File: config.mk
export PLATFORM = sky130hd
export DESIGN_NAME = mixed_radix_time_counter
export DESIGN_NICKNAME = d
export VERILOG_FILES = /design/src/rtl/mrtc_pkg.sv /design/src/rtl/mixed_radix_time_counter.sv /design/src/rtl/mrtc_unit.sv
export SDC_FILE = /design/constraint.sdc
export NUM_CORES = 2
export LEC_CHECK = 0
export BUFFER_PORTS_ARGS = -buffer_cell sky130_fd_sc_hd__buf_4
export CORE_UTILIZATION = 35
export CTS_BUF_LIST = sky130_fd_sc_hd__clkbuf_2
export DETAILED_ROUTE_END_ITERATION = 10
export PLACE_DENSITY_LB_ADDON = 0.25
export SLEW_MARGIN = 20
export SYNTH_ARGS = -nofsm -noshare
export SYNTH_HDL_FRONTEND = slang
export SYNTH_HIERARCHICAL = 1
export SYNTH_SLANG_ARGS = --single-unit
export TNS_END_PERCENT = 20
File: constraint.sdc
create_clock -name clk -period 13.5 [get_ports clk]
set_input_delay 4.05 -clock clk [delete_from_list [all_inputs] [get_ports clk]]
set_output_delay 4.05 -clock clk [all_outputs]
set_load 0.03 [all_outputs]
File: src/rtl/mrtc_pkg.sv
// Shared types, codes and helpers for the mixed-radix time counter.
`timescale 1ns / 1ps

package mrtc_pkg;

	localparam int DIGIT_W = 16;
	localparam int WIDE_W  = 32;
	localparam int RADIX_W = DIGIT_W + 1;
	localparam int DATA_W  = 3 * DIGIT_W + 2 * WIDE_W;

	// Last step of a three-step load sequence
	localparam logic [1:0] STEP_LAST = 2'd2;

	// Item kinds carried on tuser
	typedef enum logic [1:0] {
		KIND_TICK   = 2'd0,
		KIND_FIELDS = 2'd1,
		KIND_STAMP  = 2'd2,
		KIND_NONE   = 2'd3
	} kind_e_t;

	// Configuration register indexes
	typedef enum logic [1:0] {
		REG_TPS    = 2'd0,
		REG_SPD    = 2'd1,
		REG_DPY    = 2'd2,
		REG_UNUSED = 2'd3
	} reg_idx_t;

	typedef enum logic {
		OP_MUL = 1'b0,
		OP_DIV = 1'b1
	} unit_op_t;

	typedef enum logic [1:0] {
		ST_IDLE,
		ST_MUL,
		ST_DIV
	} seq_state_t;

	// Command to the shared unit: MUL gives a * b + c, DIV gives a / b and a % b
	typedef struct packed {
		logic                 start;
		unit_op_t             op;
		logic [WIDE_W-1:0]    a;
		logic [RADIX_W-1:0]   b;
		logic [DIGIT_W-1:0]   c;
	} unit_cmd_t;

	typedef struct packed {
		logic                 done;
		logic [WIDE_W-1:0]    quo;
		logic [DIGIT_W-1:0]   rem;
	} unit_rsp_t;

	// Result item, tick in the lowest bits
	typedef struct packed {
		logic [WIDE_W-1:0]    stamp;
		logic [WIDE_W-1:0]    year;
		logic [DIGIT_W-1:0]   day;
		logic [DIGIT_W-1:0]   second;
		logic [DIGIT_W-1:0]   tick;
	} result_t;

	// A zero register means a full 16-bit digit
	function automatic logic [RADIX_W-1:0] radix_of(input logic [DIGIT_W-1:0] r);
		radix_of = (r == '0) ? {1'b1, {DIGIT_W{1'b0}}} : {1'b0, r};
	endfunction

endpackage

File: src/rtl/mixed_radix_time_counter.sv
// Top level of the mixed-radix time counter: digits, sequencer and output buffer.
// Tick and unused-kind items: registered result, one per cycle while m_tready keeps up.
// Load-fields items: three passes through the shared multiplier rebuild the timestamp.
// Load-timestamp items: three 32-step divides in the shared unit.
// A two-entry output buffer lets one more item in while a result waits.
// Reset (arst_n low, asynchronous): digits, year and timestamp zero, radices one.
`timescale 1ns / 1ps

module mixed_radix_time_counter (
	input  logic                        clk,
	input  logic                        arst_n,
	// Input stream
	input  logic                        s_tvalid,
	output logic                        s_tready,
	// s_tdata fields from bit 0: year_in[32], day_in[16], second_in[16], tick_in[16],
	// timestamp_in[32]
	input  logic [mrtc_pkg::DATA_W-1:0] s_tdata,
	// s_tuser fields from bit 0: kind[2]
	input  logic [1:0]                  s_tuser,
	// Result stream
	output logic                        m_tvalid,
	input  logic                        m_tready,
	// m_tdata fields from bit 0: tick_out[16], second_out[16], day_out[16], year_out[32],
	// timestamp_out[32]
	output logic [mrtc_pkg::DATA_W-1:0] m_tdata,
	// Configuration write channel
	input  logic                        cfg_valid,
	output logic                        cfg_ready,
	input  logic [1:0]                  cfg_index,
	input  logic [15:0]                 cfg_data
);

	import mrtc_pkg::*;

	seq_state_t state_q, state_nx;

	logic [DIGIT_W-1:0] tps_q, spd_q, dpy_q;
	logic [RADIX_W-1:0] rt, rs, rd;

	logic [DIGIT_W-1:0] tick_q, second_q, day_q;
	logic [WIDE_W-1:0]  year_q, stamp_q;
	logic [1:0]         step_q;
	logic               launch_q;

	logic [WIDE_W-1:0]  year_in, stamp_in;
	logic [DIGIT_W-1:0] day_in, second_in, tick_in;
	kind_e_t            kind;
	logic               accept;

	unit_cmd_t cmd;
	unit_rsp_t rsp;

	// Tick carry chain
	logic [RADIX_W-1:0] t17, s17, d17;
	logic               c0, c1, c2;
	result_t            adv;

	// Result push and output buffer
	logic    push;
	result_t push_data;
	logic    last_done;
	result_t out_q, skid_q;
	logic    out_v_q, skid_v_q;
	logic    pop;

	// Unpack input fields
	assign year_in   = s_tdata[31:0];
	assign day_in    = s_tdata[47:32];
	assign second_in = s_tdata[63:48];
	assign tick_in   = s_tdata[79:64];
	assign stamp_in  = s_tdata[111:80];
	assign kind      = kind_e_t'(s_tuser);

	assign s_tready  = (state_q == ST_IDLE) && !skid_v_q;
	assign accept    = s_tvalid && s_tready;
	assign cfg_ready = 1'b1;

	assign rt = radix_of(tps_q);
	assign rs = radix_of(spd_q);
	assign rd = radix_of(dpy_q);

	// Configuration registers
	always_ff @(posedge clk or negedge arst_n) begin
		if (!arst_n) begin
			tps_q <= 16'd1;
			spd_q <= 16'd1;
			dpy_q <= 16'd1;
		end else if (cfg_valid && cfg_ready) begin
			case (reg_idx_t'(cfg_index))
				REG_TPS: tps_q <= cfg_data;
				REG_SPD: spd_q <= cfg_data;
				REG_DPY: dpy_q <= cfg_data;
				default: ;
			endcase
		end
	end

	// Advance one tick, carrying through the digits on radix match
	always_comb begin
		t17 = {1'b0, tick_q} + RADIX_W'(1);
		c0  = (t17 == rt);
		s17 = {1'b0, second_q} + RADIX_W'(c0);
		c1  = (s17 == rs);
		d17 = {1'b0, day_q} + RADIX_W'(c1);
		c2  = (d17 == rd);
		adv.tick   = c0 ? '0 : t17[DIGIT_W-1:0];
		adv.second = c1 ? '0 : s17[DIGIT_W-1:0];
		adv.day    = c2 ? '0 : d17[DIGIT_W-1:0];
		adv.year   = year_q + WIDE_W'(c2);
		adv.stamp  = stamp_q + WIDE_W'(1);
	end

	mrtc_unit u_unit (
		.clk    (clk),
		.arst_n (arst_n),
		.cmd    (cmd),
		.rsp    (rsp)
	);

	assign last_done = rsp.done && (step_q == STEP_LAST);

	// Next state
	always_comb begin
		state_nx = state_q;
		case (state_q)
			ST_IDLE: begin
				if (accept) begin
					case (kind)
						KIND_FIELDS: state_nx = ST_MUL;
						KIND_STAMP:  state_nx = ST_DIV;
						default:     state_nx = ST_IDLE;
					endcase
				end
			end
			ST_MUL, ST_DIV: begin
				if (last_done) state_nx = ST_IDLE;
			end
			default: state_nx = ST_IDLE;
		endcase
	end

	// Sequencer outputs: unit command and result push
	always_comb begin
		cmd.start = 1'b0;
		cmd.op    = OP_MUL;
		cmd.a     = '0;
		cmd.b     = '0;
		cmd.c     = '0;
		push      = 1'b0;
		push_data = '{stamp: stamp_q, year: year_q, day: day_q, second: second_q,
		              tick: tick_q};
		case (state_q)
			ST_IDLE: begin
				if (accept) begin
					case (kind)
						KIND_TICK: begin
							push      = 1'b1;
							push_data = adv;
						end
						KIND_NONE: push = 1'b1;
						default: ;
					endcase
				end
			end
			ST_MUL: begin
				cmd.start = launch_q;
				cmd.op    = OP_MUL;
				case (step_q)
					2'd0: begin
						cmd.a = year_q;
						cmd.b = rd;
						cmd.c = day_q;
					end
					2'd1: begin
						cmd.a = rsp.quo;
						cmd.b = rs;
						cmd.c = second_q;
					end
					default: begin
						cmd.a = rsp.quo;
						cmd.b = rt;
						cmd.c = tick_q;
					end
				endcase
				if (last_done) begin
					push            = 1'b1;
					push_data.stamp = rsp.quo;
				end
			end
			ST_DIV: begin
				cmd.start = launch_q;
				cmd.op    = OP_DIV;
				case (step_q)
					2'd0: begin
						cmd.a = stamp_q;
						cmd.b = rt;
					end
					2'd1: begin
						cmd.a = rsp.quo;
						cmd.b = rs;
					end
					default: begin
						cmd.a = rsp.quo;
						cmd.b = rd;
					end
				endcase
				if (last_done) begin
					push           = 1'b1;
					push_data.day  = rsp.rem;
					push_data.year = rsp.quo;
				end
			end
			default: ;
		endcase
	end

	// Sequencer state, step count and launch flag
	always_ff @(posedge clk or negedge arst_n) begin
		if (!arst_n) begin
			state_q  <= ST_IDLE;
			step_q   <= '0;
			launch_q <= 1'b0;
		end else begin
			state_q <= state_nx;
			if (accept) begin
				step_q   <= '0;
				launch_q <= (kind == KIND_FIELDS) || (kind == KIND_STAMP);
			end else if (cmd.start) begin
				launch_q <= 1'b0;
			end else if (rsp.done && !last_done) begin
				step_q   <= step_q + 2'd1;
				launch_q <= 1'b1;
			end
		end
	end

	// Clock digits and timestamp
	always_ff @(posedge clk or negedge arst_n) begin
		if (!arst_n) begin
			tick_q   <= '0;
			second_q <= '0;
			day_q    <= '0;
			year_q   <= '0;
			stamp_q  <= '0;
		end else if (accept) begin
			case (kind)
				KIND_TICK: begin
					tick_q   <= adv.tick;
					second_q <= adv.second;
					day_q    <= adv.day;
					year_q   <= adv.year;
					stamp_q  <= adv.stamp;
				end
				KIND_FIELDS: begin
					tick_q   <= tick_in;
					second_q <= second_in;
					day_q    <= day_in;
					year_q   <= year_in;
				end
				KIND_STAMP: stamp_q <= stamp_in;
				default: ;
			endcase
		end else if (rsp.done) begin
			if (state_q == ST_MUL) begin
				if (last_done) stamp_q <= rsp.quo;
			end else if (state_q == ST_DIV) begin
				case (step_q)
					2'd0: tick_q   <= rsp.rem;
					2'd1: second_q <= rsp.rem;
					default: begin
						day_q  <= rsp.rem;
						year_q <= rsp.quo;
					end
				endcase
			end
		end
	end

	// Two-entry output buffer: output register plus skid entry
	assign pop = out_v_q && m_tready;

	always_ff @(posedge clk or negedge arst_n) begin
		if (!arst_n) begin
			out_v_q  <= 1'b0;
			skid_v_q <= 1'b0;
		end else begin
			if (pop || !out_v_q) begin
				if (skid_v_q) begin
					out_v_q  <= 1'b1;
					skid_v_q <= push;
				end else begin
					out_v_q  <= push;
				end
			end else if (push) begin
				skid_v_q <= 1'b1;
			end
		end
	end

	always_ff @(posedge clk) begin
		if (pop || !out_v_q) begin
			if (skid_v_q) begin
				out_q  <= skid_q;
				skid_q <= push_data;
			end else begin
				out_q  <= push_data;
			end
		end else if (push) begin
			skid_q <= push_data;
		end
	end

	assign m_tvalid = out_v_q;
	assign m_tdata  = out_q;

endmodule

File: src/rtl/mrtc_unit.sv
// Shared multiply-add and bit-serial restoring divide unit.
`timescale 1ns / 1ps

module mrtc_unit (
	input  logic                clk,
	input  logic                arst_n,
	input  mrtc_pkg::unit_cmd_t cmd,
	output mrtc_pkg::unit_rsp_t rsp
);

	import mrtc_pkg::*;

	logic                 busy_q;
	logic                 done_q;
	logic [4:0]           cnt_q;
	logic [WIDE_W-1:0]    quo_q;
	logic [RADIX_W-1:0]   rem_q;
	logic [RADIX_W-1:0]   div_q;

	logic [WIDE_W+RADIX_W-1:0] prod;
	logic [WIDE_W-1:0]         mac;
	logic [RADIX_W:0]          trial;
	logic                      ge;
	logic [RADIX_W-1:0]        rem_nx;

	// Multiply-add, truncated to 32 bits
	always_comb begin
		prod = (WIDE_W+RADIX_W)'(cmd.a) * (WIDE_W+RADIX_W)'(cmd.b);
		mac  = prod[WIDE_W-1:0] + WIDE_W'(cmd.c);
	end

	// One restoring divide step: shift in the next dividend bit, subtract if it fits
	always_comb begin
		trial  = {rem_q, quo_q[WIDE_W-1]};
		ge     = trial >= {1'b0, div_q};
		rem_nx = ge ? RADIX_W'(trial - {1'b0, div_q}) : trial[RADIX_W-1:0];
	end

	// Control: busy through 32 divide steps, done pulses one cycle
	always_ff @(posedge clk or negedge arst_n) begin
		if (!arst_n) begin
			busy_q <= 1'b0;
			done_q <= 1'b0;
			cnt_q  <= '0;
		end else begin
			done_q <= 1'b0;
			if (cmd.start) begin
				cnt_q <= '0;
				if (cmd.op == OP_MUL) begin
					done_q <= 1'b1;
				end else begin
					busy_q <= 1'b1;
				end
			end else if (busy_q) begin
				cnt_q <= cnt_q + 5'd1;
				if (cnt_q == 5'd31) begin
					busy_q <= 1'b0;
					done_q <= 1'b1;
				end
			end
		end
	end

	// Datapath
	always_ff @(posedge clk) begin
		if (cmd.start) begin
			if (cmd.op == OP_MUL) begin
				quo_q <= mac;
			end else begin
				quo_q <= cmd.a;
				rem_q <= '0;
				div_q <= cmd.b;
			end
		end else if (busy_q) begin
			quo_q <= {quo_q[WIDE_W-2:0], ge};
			rem_q <= rem_nx;
		end
	end

	assign rsp.done = done_q;
	assign rsp.quo  = quo_q;
	assign rsp.rem  = rem_q[DIGIT_W-1:0];

endmodule

==> flow_metrics.tcl <==
set metrics [dict create \
    outcome "finished clean" \
    floorplan_die_area_sq_um 122600 \
    tritoncts.num_buffers 118 \
    critical_path.endpoint_type "flip-flop" \
    multiInputGateArea_sq_um 26140 \
    die_width_um 350.1 \
    detailedPlacementHpwl_mm 116.9 \
    num-nets-final 5331 \
    final.fill_count 12210 \
    worst_margin_slew_ns 1.178 \
    clk_root_buffer_cell "sky130_fd_sc_hd__clkbuf_2" \
    post_synth.cell_area_avg_sq_um 9.087 \
    postSynthRegisterBits 464 \
    grt_max_degree 89 \
    first_global_vias 35180 \
    route.detailed.drc 0 \
    finalSetupViolCount 0 \
    cts_max_path_buffers 3 \
    path_clk_slew_ns 0.14 \
    htree_levels 3 \
    postCtsHoldBufs 0 \
    synth_top_family_by_area "adder cells" \
    path_class "flip-flop to flip-flop" \
    synthesis.nets 5261 \
    synth.yosys.seq_area_share_pct 30.80 \
    final_core_utilization_pct 38.83 \
    startpoint_type "flip-flop" \
    cts_tree "built" \
    initial_utilization_pct 35.36 \
    synthCells 4668 \
    xor_xnor_fraction_of_synth_area_pct 4.743 \
    detailroute.via_count 36320 \
    port_buffers 250 \
    dr.first_iter.drc_count 4335 \
    synth.lib_cells_used.distinct 95 \
    cts_setup_buffers 0 \
    detail_route.vias_per_cell 5.629 \
    yosys.area_share.adder_pct 19.38 \
    critical_path.max_fanout 34 \
    cts-resized-gates 0 \
    area_growth_pct 9.828 \
    critical_path.most_common_cell "sky130_fd_sc_hd__ha_1" \
    synthArstFlopShare_pct 37.50 \
    detailroute.wirelength.met3_mm 12.69 \
    fin_crit_sh_pct 85.82 \
    critical-path-top-delay-family "simple AND/OR/NAND/NOR gates" \
    antenna_violating_nets_post_route 0 \
    top_signal_layer_used "met5" \
    critPathArrivalTime_ns 12.63 \
    critical_path_required_time_ns 14.55 \
    drt-met1-wl_mm 71.33 \
    synth.yosys.warnings 6 \
    track_usage_pct 25.82 \
    cts_num_sinks 464 \
    layout_commonest_cell "sky130_fd_sc_hd__nand2_1" \
    first_pass_grt_wire_length_mm 236.6 \
    layout.cells.most_common_list "sky130_fd_sc_hd__nand2_1, sky130_fd_sc_hd__inv_1, sky130_fd_sc_hd__a21oi_1, sky130_fd_sc_hd__fa_1, sky130_fd_sc_hd__buf_4" \
    dr.pass1.iters 6 \
    gp_congestion 0.9810 \
    biggest_cell_delay_along_the_critical_path_ns 0.58 \
    timing.critical_path.buf_inv 3 \
    dr_wl_met2_mm 70.49 \
    core_area_sq_um 120000 \
    drive_gt1_share_pct 15.73 \
    synthSimpleGateAreaFrac_pct 16.60 \
    netlist_area_before_placement_sq_um 42420 \
    num_io_pins 252 \
    slew_viol_final 0 \
    worst_relative_slew_slack_pct 21.45 \
    worst_path_max_delay_cell "sky130_fd_sc_hd__dfrtp_1" \
    timing.fmax_mhz 86.32 \
    route.final.wire_length_mm 159.0 \
    period_minus_slack_ns 11.59 \
    latest_clock_arrival_within_the_worst_skew_pair_ns 1.38 \
    layout_skew_ns 0.1600 \
    final_hold_viol_count 0 \
    number_of_flops_mapped_to_enable_cells_by_yosys 290 \
    setup_tns_ns 0 \
    ff_latch_area_sq_um 13070 \
    synth_flop_cell "sky130_fd_sc_hd__edfxtp_1" \
    setup_repair_after_global_routing_missed_its_margin "no" \
    fp.dieH_um 350.1 \
    synth_compound_gate_area_share_pct 15.12 \
    global_route_overflow 0 \
    row_count 127 \
    multiplexer_area_fraction_after_synthesis_pct 5.471 \
    maxCapViolCount 0 \
    routedWlPerCell_um 24.65 \
    min_path_type "flip-flop to flip-flop" \
    number_of_antenna_violations_at_the_first_check_in_global_routing 7 \
]
## final cells by class
type	instances	area share, %
antenna	3	0.01611
clock buffer	172	1.848
clock inverter	47	0.4324
inverter	473	3.819
multi-input combinational	3347	56.11
sequential	464	28.05
tap	1612	4.329
timing repair buffer	334	5.395
## kinds of logic (layout without fill, tap and decap cells)
kind of cell               after synthesis  after routing
adders and majority gates              456            456
xor gates and xnor gates               225            225
muxes                                  211            211
DFF                                    464            464
buffers and inverters                  857           1026
other                                    1              4
AOI/OAI and AO/OA                      976            976
and+or+nand+nor                       1478           1478
## synthesized netlist by cell type, drive strengths merged, types with 6 or more instances
cell type,count,area (sq um)
nand2,594,2237
inv,470,1764
a21oi,345,1730
fa,335,6706
clkbuf,313,1176
edfxtp,290,8708
nor2,270,1013
and2,207,1295
dfrtp,171,4279
mux2,167,1881
xnor2,139,1217
o21ai,136,688.2
ha,121,1514
nand3,99,508.0
xor2,83,727.0
a22oi,71,533.0
buf,71,390.4
o22ai,64,400.4
nor3,61,305.3
a221o,59,590.6
a22o,57,499.2
nor2b,55,344.1
a31oi,49,312.8
nand4,45,296.5
mux2i,44,440.4
nor4,39,277.8
a21o,35,262.8
and3,32,200.2
o211ai,27,207.7
o31ai,19,170.2
and4,15,131.4
nand2b,14,87.58
or3,14,87.58
o21a,12,90.09
or4,10,82.58
a221oi,9,78.83
a211oi,8,70.06
o221ai,8,76.32
o311ai,8,70.07
or2,8,50.05
a311oi,7,67.56
o21bai,6,45.04
o41ai,6,52.55
## per-stage QoR
step | hold slack [ns] | worst slack (ns) | instance area [sq um] | instances
6_report | 0.5342 | 1.915 | 46590 | 6452
5_1_grt | 0.5644 | 1.302 | 46590 | 6452
4_1_cts | 0.5380 | 2.142 | 46580 | 6449
3_5_place_dp | 0.5193 | 2.201 | 45510 | 6230
3_3_place_gp | 0.5093 | 2.402 | 45510 | 6230
2_1_floorplan | 0.4930 | 3.660 | 42420 | 4668
## path summary, 6_finish.rpt
| kind | start | endpoint | slack, ns | depth (start not counted) |
|---|---|---|---|---|
| max | tick_q[0] | m_tdata[78] | 1.91 | 35 |
| min | skid_q[10] | m_tdata[10] | 0.53 | 1 |
| max reg2reg | tick_q[0] | m_tdata[78] | 1.91 | 35 |
| min reg2reg | skid_q[10] | m_tdata[10] | 0.53 | 1 |
| max in group asynchronous | arst_n | stamp_q[19] | 9.30 | 2 |
| min in group asynchronous | arst_n | day_q[1] | 2.71 | 1 |
## metal layers
layer	track usage (%)	vias up
met5	0	-
met3	4.093	236
li1	-	16160
met1	37.15	18220
met4	8.002	4
met2	39.55	1699
## sequential cells by signal, indices dropped and copies added, names as in the netlist, 17 cells and up
name,count
m_tdata,112
skid_q,112
stamp_q,32
u_unit/quo_q,32
year_q,32
u_unit/div_q,17
u_unit/rem_q,17
Power is left out: the tool's default activity adds up to more than one toggle a clock period on the data nets, which glitch-free logic cannot reach.
